[src/sv/utf8_stream_validator_macros.svh]
// Assertion macros for the UTF-8 stream validator.
// Included by the top level; define NO_ASSERTIONS to compile them away.
`ifndef UTF8_STREAM_VALIDATOR_MACROS_SVH
`define UTF8_STREAM_VALIDATOR_MACROS_SVH

`ifndef NO_ASSERTIONS

// Same-cycle implication, checked at every rising edge outside reset.
`define UTF8V_ASSERT_IMPL(label, clk, rst_n, ante, cons, msg) \
	label: assert property (@(posedge clk) disable iff (!rst_n) (ante) |-> (cons)) \
		else $error(msg);

// Next-cycle implication, checked at every rising edge outside reset.
`define UTF8V_ASSERT_NEXT(label, clk, rst_n, ante, cons, msg) \
	label: assert property (@(posedge clk) disable iff (!rst_n) (ante) |=> (cons)) \
		else $error(msg);

`else

`define UTF8V_ASSERT_IMPL(label, clk, rst_n, ante, cons, msg)
`define UTF8V_ASSERT_NEXT(label, clk, rst_n, ante, cons, msg)

`endif

`endif

[src/sv/utf8v_pkg.sv]
`timescale 1ns / 1ps
// Shared types and constants for the UTF-8 stream validator.
// No dependencies; used by every module of the block.
package utf8v_pkg;

	localparam int BYTE_W  = 8;
	localparam int LEN_W   = 16;
	localparam int COUNT_W = 17;
	localparam int CP_W    = 21;

	localparam logic [LEN_W-1:0] MAX_LENGTH_RESET = 16'd256;

	localparam logic [CP_W-1:0] CP_MIN_3BYTE  = 21'h000800;
	localparam logic [CP_W-1:0] CP_MIN_4BYTE  = 21'h010000;
	localparam logic [CP_W-1:0] CP_MAX        = 21'h10FFFF;
	localparam logic [CP_W-1:0] CP_SURR_LOW   = 21'h00D800;
	localparam logic [CP_W-1:0] CP_SURR_HIGH  = 21'h00DFFF;

	// Continuation counts of a sequence, by lead byte class.
	localparam logic [1:0] SEQ_NONE  = 2'd0;
	localparam logic [1:0] SEQ_TWO   = 2'd1;
	localparam logic [1:0] SEQ_THREE = 2'd2;
	localparam logic [1:0] SEQ_FOUR  = 2'd3;

	typedef struct packed {
		logic              valid;
		logic [BYTE_W-1:0] data;
		logic              last;
	} utf8v_item_t;

	typedef struct packed {
		logic               string_valid;
		logic [COUNT_W-1:0] byte_count;
	} utf8v_result_t;

endpackage

[src/sv/utf8v_in_stage.sv]
`timescale 1ns / 1ps
// Input register of the UTF-8 stream validator.
// Depends on utf8v_pkg.
module utf8v_in_stage (
	input  logic                         clk,
	input  logic                         arst_n,
	input  logic                         in_valid,
	output logic                         in_stall,
	input  logic [utf8v_pkg::BYTE_W-1:0] data_byte,
	input  logic                         last_byte,
	input  logic                         advance,
	output utf8v_pkg::utf8v_item_t       item_s1
);
	import utf8v_pkg::*;

	logic              valid_s1;
	logic [BYTE_W-1:0] data_s1;
	logic              last_s1;

	// The held byte only blocks when it cannot move on this cycle.
	assign in_stall = valid_s1 && !advance;

	always_ff @(posedge clk or negedge arst_n) begin
		if (!arst_n) begin
			valid_s1 <= 1'b0;
		end else if (!in_stall) begin
			valid_s1 <= in_valid;
		end
	end

	always_ff @(posedge clk) begin
		if (in_valid && !in_stall) begin
			data_s1 <= data_byte;
			last_s1 <= last_byte;
		end
	end

	assign item_s1 = '{valid: valid_s1, data: data_s1, last: last_s1};

endmodule

[src/sv/utf8v_decoder.sv]
`timescale 1ns / 1ps
// Per-string decode state, byte decoder and verdict logic of the validator.
// Depends on utf8v_pkg.
module utf8v_decoder (
	input  logic                        clk,
	input  logic                        arst_n,
	input  logic                        cfg_wr_en,
	input  logic [utf8v_pkg::LEN_W-1:0] cfg_wr_data,
	input  utf8v_pkg::utf8v_item_t      item_s1,
	input  logic                        step,
	output utf8v_pkg::utf8v_result_t    result
);
	import utf8v_pkg::*;

	logic [LEN_W-1:0]   max_length_q;
	logic [1:0]         pend_q;
	logic [1:0]         seq_q;
	logic [CP_W-1:0]    cp_q;
	logic               err_q;
	logic [COUNT_W-1:0] bytes_q;

	logic [1:0]         pend_n;
	logic [1:0]         seq_n;
	logic [CP_W-1:0]    cp_n;
	logic               err_n;
	logic [COUNT_W-1:0] bytes_n;
	logic [CP_W-1:0]    cp_shift;
	logic [BYTE_W-1:0]  b;

	assign b        = item_s1.data;
	assign cp_shift = {cp_q[CP_W-7:0], b[5:0]};

	always_comb begin
		pend_n  = pend_q;
		seq_n   = seq_q;
		cp_n    = cp_q;
		err_n   = err_q;
		// The count saturates once it reaches 65536.
		bytes_n = bytes_q[COUNT_W-1] ? bytes_q : bytes_q + 17'd1;
		if (!err_q) begin
			if (pend_q == 2'd0) begin
				unique case (b) inside
					8'h00: err_n = 1'b1;
					[8'h01:8'h7F]: ;
					[8'hC2:8'hDF]: begin
						cp_n   = {16'd0, b[4:0]};
						pend_n = SEQ_TWO;
						seq_n  = SEQ_TWO;
					end
					[8'hE0:8'hEF]: begin
						cp_n   = {17'd0, b[3:0]};
						pend_n = SEQ_THREE;
						seq_n  = SEQ_THREE;
					end
					[8'hF0:8'hF7]: begin
						cp_n   = {18'd0, b[2:0]};
						pend_n = SEQ_FOUR;
						seq_n  = SEQ_FOUR;
					end
					default: err_n = 1'b1;
				endcase
			end else if (b[7:6] != 2'b10) begin
				err_n = 1'b1;
			end else begin
				pend_n = pend_q - 2'd1;
				cp_n   = cp_shift;
				if (pend_q == 2'd1) begin
					// Sequence complete: reject overlong forms, surrogates and
					// code points beyond the Unicode range.
					if ((seq_q == SEQ_THREE && cp_shift < CP_MIN_3BYTE) ||
					    (seq_q == SEQ_FOUR && cp_shift < CP_MIN_4BYTE) ||
					    cp_shift > CP_MAX ||
					    (cp_shift >= CP_SURR_LOW && cp_shift <= CP_SURR_HIGH)) begin
						err_n = 1'b1;
					end
					seq_n = SEQ_NONE;
					cp_n  = '0;
				end
			end
		end
	end

	assign result.string_valid = !err_n && pend_n == 2'd0 &&
	                             bytes_n <= {1'b0, max_length_q};
	assign result.byte_count   = bytes_n;

	always_ff @(posedge clk or negedge arst_n) begin
		if (!arst_n) begin
			max_length_q <= MAX_LENGTH_RESET;
			pend_q       <= '0;
			seq_q        <= SEQ_NONE;
			cp_q         <= '0;
			err_q        <= 1'b0;
			bytes_q      <= '0;
		end else begin
			if (cfg_wr_en) begin
				max_length_q <= cfg_wr_data;
			end
			if (step) begin
				if (item_s1.last) begin
					pend_q  <= '0;
					seq_q   <= SEQ_NONE;
					cp_q    <= '0;
					err_q   <= 1'b0;
					bytes_q <= '0;
				end else begin
					pend_q  <= pend_n;
					seq_q   <= seq_n;
					cp_q    <= cp_n;
					err_q   <= err_n;
					bytes_q <= bytes_n;
				end
			end
		end
	end

endmodule

[src/sv/utf8v_out_reg.sv]
`timescale 1ns / 1ps
// Result register of the validator; holds one verdict until the receiver takes it.
// Depends on utf8v_pkg.
module utf8v_out_reg (
	input  logic                          clk,
	input  logic                          arst_n,
	input  logic                          push,
	input  utf8v_pkg::utf8v_result_t      result,
	output logic                          out_valid,
	input  logic                          out_stall,
	output logic                          full_stalled,
	output logic                          string_valid,
	output logic [utf8v_pkg::COUNT_W-1:0] byte_count
);
	import utf8v_pkg::*;

	logic          out_valid_q;
	utf8v_result_t data_q;

	assign full_stalled = out_valid_q && out_stall;

	always_ff @(posedge clk or negedge arst_n) begin
		if (!arst_n) begin
			out_valid_q <= 1'b0;
		end else if (push) begin
			out_valid_q <= 1'b1;
		end else if (!out_stall) begin
			out_valid_q <= 1'b0;
		end
	end

	always_ff @(posedge clk) begin
		if (push) begin
			data_q <= result;
		end
	end

	assign out_valid    = out_valid_q;
	assign string_valid = data_q.string_valid;
	assign byte_count   = data_q.byte_count;

endmodule

[src/sv/utf8_stream_validator.sv]
`timescale 1ns / 1ps
// UTF-8 stream validator, top level.
// Depends on utf8v_pkg, utf8v_in_stage, utf8v_decoder, utf8v_out_reg and the macros header.
//
// Usage: a string is presented one byte per request on the input channel
// (in_valid, in_stall, data_byte, last_byte), with last_byte set on its final
// byte. When the final byte has been decoded, one request leaves on the output
// channel (out_valid, out_stall, string_valid, byte_count): string_valid is 1
// for strict UTF-8 with no NUL and no more than max_length bytes, and
// byte_count gives the string length, saturating at 65536. Other bytes give
// no output.
// Throughput is one byte per cycle while in_stall is low. A byte is held in
// the input register and is decoded there against the per-string state; a
// final byte then loads the result register, which drives out_valid.
// While the receiver stalls a waiting result, bytes that are not final keep
// flowing; a final byte waits in the input register and in_stall rises until
// the result register is free. Reset clears all string state and both
// registers and sets max_length to 256. max_length is written through cfg_wr_en
// and cfg_wr_data, by the user only while idle; the block does not enforce it.
`include "utf8_stream_validator_macros.svh"
module utf8_stream_validator (
	input  logic                          clk,
	input  logic                          arst_n,
	input  logic                          cfg_wr_en,
	input  logic [utf8v_pkg::LEN_W-1:0]   cfg_wr_data,
	input  logic                          in_valid,
	output logic                          in_stall,
	input  logic [utf8v_pkg::BYTE_W-1:0]  data_byte,
	input  logic                          last_byte,
	output logic                          out_valid,
	input  logic                          out_stall,
	output logic                          string_valid,
	output logic [utf8v_pkg::COUNT_W-1:0] byte_count
);
	import utf8v_pkg::*;

	utf8v_item_t   item_s1;
	utf8v_result_t result;
	logic          full_stalled;
	logic          advance;
	logic          step;
	logic          push;

	// Only a final byte needs room in the result register.
	assign advance = !(item_s1.last && full_stalled);
	assign step    = item_s1.valid && advance;
	assign push    = step && item_s1.last;

	utf8v_in_stage u_in_stage (
		.clk       (clk),
		.arst_n    (arst_n),
		.in_valid  (in_valid),
		.in_stall  (in_stall),
		.data_byte (data_byte),
		.last_byte (last_byte),
		.advance   (advance),
		.item_s1   (item_s1)
	);

	utf8v_decoder u_decoder (
		.clk         (clk),
		.arst_n      (arst_n),
		.cfg_wr_en   (cfg_wr_en),
		.cfg_wr_data (cfg_wr_data),
		.item_s1     (item_s1),
		.step        (step),
		.result      (result)
	);

	utf8v_out_reg u_out_reg (
		.clk          (clk),
		.arst_n       (arst_n),
		.push         (push),
		.result       (result),
		.out_valid    (out_valid),
		.out_stall    (out_stall),
		.full_stalled (full_stalled),
		.string_valid (string_valid),
		.byte_count   (byte_count)
	);

	`UTF8V_ASSERT_IMPL(a_stall_cause, clk, arst_n, in_stall, item_s1.valid && item_s1.last && out_valid && out_stall, "input stalled without a blocked result")
	`UTF8V_ASSERT_NEXT(a_push_shows, clk, arst_n, push, out_valid && byte_count != '0, "final byte did not produce a result")
	`UTF8V_ASSERT_IMPL(a_count_nonzero, clk, arst_n, out_valid, byte_count != '0, "result with zero byte count")

endmodule
[config.mk]
export PLATFORM = sky130hd
export DESIGN_NAME = utf8_stream_validator
export DESIGN_NICKNAME = d
export VERILOG_FILES = /design/src/sv/utf8v_pkg.sv /design/src/sv/utf8v_in_stage.sv /design/src/sv/utf8v_decoder.sv /design/src/sv/utf8v_out_reg.sv /design/src/sv/utf8_stream_validator.sv
export VERILOG_INCLUDE_DIRS = /design/src /design/src/sv
export SDC_FILE = /design/constraint.sdc
export NUM_CORES = 1
export LEC_CHECK = 0
export BUFFER_PORTS_ARGS = -buffer_cell sky130_fd_sc_hd__buf_2
export CAP_MARGIN = 20
export CORE_MARGIN = 3
export CORE_UTILIZATION = 35
export CTS_BUF_LIST = sky130_fd_sc_hd__clkbuf_8
export DETAILED_ROUTE_END_ITERATION = 7
export SETUP_SLACK_MARGIN = 0.02
export SLEW_MARGIN = 15
export SYNTH_ARGS = -nofsm -noshare
export SYNTH_HDL_FRONTEND = slang
export SYNTH_SLANG_ARGS = --single-unit
export TNS_END_PERCENT = 5
[constraint.sdc]
create_clock -name clk -period 3.96 [get_ports clk]
set_clock_uncertainty 0.2 [all_clocks]
set_input_delay 0.198 -clock clk [delete_from_list [all_inputs] [get_ports clk]]
set_output_delay 0.198 -clock clk [all_outputs]
set_load 0.05 [all_outputs]
==> out/results.txt <==
Status: completed
Yosys reg bits: 82
Sequential area share after synthesis: 53.9%
Ant. Diodes: 0
Clk buf depth: 2
Synth cell types: 55
Chip width: 114 um
Synth async-reset ratio: 67.1%
MaxCap Viol Count: 0
Reg2Reg Depth: 9
CP peak stage delay: 470 ps
Area occupied by registers: 2190 sq um
Maximum vdd drop: 160 uV
CTS Sinks: 82
Most frequent cells in the layout: 54 x dfrtp_1, 49 x buf_2, 43 x nand2_1
Syn Area/Cell: 10.9 sq um
WL per Instance: 15.4 um
Crit-path cells: ha_1 -> nand3b_1 -> nor4_2 -> and4_1 -> xor2_1 -> ha_1 -> a2111oi_0 -> a41oi_1 -> nor4b_2
Antenna violations before repair: 0
# setup viols final: 0
Vias per cell: 5.16
CP Data Arrival Time: 3370 ps
Worst-margin pin slew: 977 ps
Slowest cell on the critical path: nor4_2
Layout cell share with drive strength beyond 1: 18.2%
Port buffer count: 49
Synth Area in XOR/XNOR: 3.45%
# fillers: 1045
RSZ-0062 raised after global routing: false
Post-Synth Simple-Gate Area: 15.5%
Final setup TNS: 0 ps
Slew headroom: 34.8%
PD cells: 395 nW/um^2
Final hold vios: 0
Leakage power: 2.20 nW
Global route overflow: 0
Synth Instances: 371
Area occupied by multi-input gates: 1720 sq um
Largest fanout on the critical path: 4
WP data required: 3960 ps
# DRC: 0
Buf+Inv Stages, Crit Path: 0
TritonCTS Buffers: 9
Crit start category: flop
Multiplexer share of the synthesized area: 1.05%
Die ar.: 12900 sq um
Reg2Reg Setup Slack: 590 ps
TritonCTS clock tree: yes
Initial core utilization: 36.7%
Vias: 3076
Hold Path End: u_decoder.max_length_q[8]$_DFFE_PN1P_
Crit path max-delay family: simple AND/OR/NAND/NOR gates
Worst path most repeated cell: ha_1
Dpl cell area: 4450 sq um
Final instance area: 4910 sq um
Syn Nets: 420
Max-slew violation count: 0
Worst skew pair latency: 360 ps
Hpwl dp: 6.25 mm
Largest net degree at the start of global routing: 56
Post-placement cell count: 551
Critical R2R Capture: u_out_reg.string_valid$_DFFE_PP_
Drt pass-1 iters: 5
CTS Root Cell: clkbuf_8
Die H: 114 um
IO Count: 50
Vias in the first global route: 3064
Most common cell after layout, fill and taps aside: dfrtp_1
Tcrit/Tclk final: 85.1%
Hold/Removal Path Class: in2reg
Nets: 500
Synth Flop Type: dfrtp_1
Core area: 11100 sq um
Hold Crit Start: cfg_wr_en
Setup Buffers After CTS: 0
Yosys warns: 0
FP Rows: 38
Initial DRC Count: 191
EDFF count, synth: 27
Synth Area in Compound Gates: 16.5%
Fraction of the mapped netlist area in adder cells: 5.86%
Setup Crit Path Kind: reg2reg
Post-route ant nets: 0
Critical path endpoint category: flop
Worst-path clk slew: 80 ps
Hold Path Depth: 3
Max frequency: 297 MHz
First-pass GRT wire length: 15.4 mm
Mapped Area: 4060 sq um
CTS H-tree lvls: 3
Gr usage total: 15.0%
Area grow syn2layout: 21.0%
Post-Route WL: 9.15 mm
Period minus WS final: 3370 ps
RePlAce Congestion: 0.870
Finished Layout Cells: 596
Worst reg2reg startpoint: u_decoder.bytes_q[0]$_DFFE_PN0P_
Largest family of logic cells by synthesized area: compound AO/OA/AOI/OAI gates
-- metal layers --
metal	track usage, %	up-vias	part of all wire [%]
met1	20.6	1498	48
met5	0	-	0
met4	6.89	0	2.6
met2	23.2	60	46
met3	2.65	13	3.6
li1	-	1505	-
-- tightest hold or removal path, stage by stage --
cell and delay, ps:
buf_2 240, nand2_1 100, o21ai_0 70
-- report_power, final --
group / total (W) / internal (W) / switching [W]
combinational: 0.000400 / 0.000160 / 0.000239
clock: 0.000542 / 0.000240 / 0.000303
sequential: 0.000996 / 0.000947 / 0.0000492
total: 0.00194 / 0.00135 / 0.000591
-- registers in the layout (all words and copies together), names as in the netlist --
register                count
u_out_reg.string_valid      1
u_out_reg.byte_count       17
u_out_reg.out_valid         1
u_decoder.max_length_q     16
u_in_stage.data_s1          8
u_in_stage.valid_s1         1
u_decoder.seq_q             2
u_decoder.bytes_q          17
u_decoder.cp_q             15
u_decoder.err_q             1
u_in_stage.last_s1          1
u_decoder.pend_q            2
-- stage by stage --
stage | util (%) | hold WS, ps | worst slack [ps] | total power, W
finish | 44.3 | 65.8 | 589 | 0.00194
global route | 44.3 | 111 | 333 | 0.00204
CTS | 44.3 | 43.2 | 602 | 0.00196
detailed placement | 40.2 | 177 | 635 | 0.00139
global placement | 40.2 | 175 | 760 | 0.00138
floorplan | - | -298 | 999 | 0.00128
-- cell usage after synthesis, types with 6 or more instances --
cell      number  area, sq um
ha_1          19          238
clkbuf_1       9         33.8
xnor2_1        7         61.3
a21oi_1       14         70.1
nor2_1         8         30.0
o21ai_0       37          185
nand3_1       10         50.1
a22o_1        16          140
nand2b_1       9         56.3
inv_1         25         93.8
edfxtp_1      27          811
nand4_1        9         56.3
nor2b_1        6         37.5
dfrtp_1       54         1350
xor2_1         9         78.8
nand2_1       43          161
-- worst max-delay path by stage --
| stage | depth (start not counted) | to | start |
|---|---|---|---|
| 2_1_floorplan | 9 | u_out_reg.string_valid$_DFFE_PP_ | u_decoder.bytes_q[0]$_DFFE_PN0P_ |
| 3_5_place_dp | 9 | u_out_reg.string_valid$_DFFE_PP_ | u_decoder.bytes_q[0]$_DFFE_PN0P_ |
| 5_1_grt | 9 | u_out_reg.string_valid$_DFFE_PP_ | u_decoder.bytes_q[0]$_DFFE_PN0P_ |
| 3_3_place_gp | 9 | u_out_reg.string_valid$_DFFE_PP_ | u_decoder.bytes_q[0]$_DFFE_PN0P_ |
| 6_report | 9 | u_out_reg.string_valid$_DFFE_PP_ | u_decoder.bytes_q[0]$_DFFE_PN0P_ |
| 4_1_cts | 9 | u_out_reg.string_valid$_DFFE_PP_ | u_decoder.bytes_q[0]$_DFFE_PN0P_ |
-- layout make-up --
class,count,share of cell area (%)
Clock inverter,6,0.662
Tap cell,140,3.57
Timing Repair Buffer,82,11.5
Clock buffer,10,2.80
Multi-Input combinational cell,251,35.0
Inverter,25,1.91
Sequential cell,82,44.5
-- cells by family after synthesis --
logic type,count (synthesis)
flops,82
compound gates,97
simple gates,115
buf+inv,38
xor+xnor,16
mux,4
fa+ha+maj,19
-- what timing repair did --
| action | 4_1_cts | 5_1_grt |
|---|---|---|
| hold buffers | 29 | 0 |
| hold endpoints to repair | 81 | 0 |
| gates resized for setup | 0 | 0 |
(Power assumes the default switching activity.)
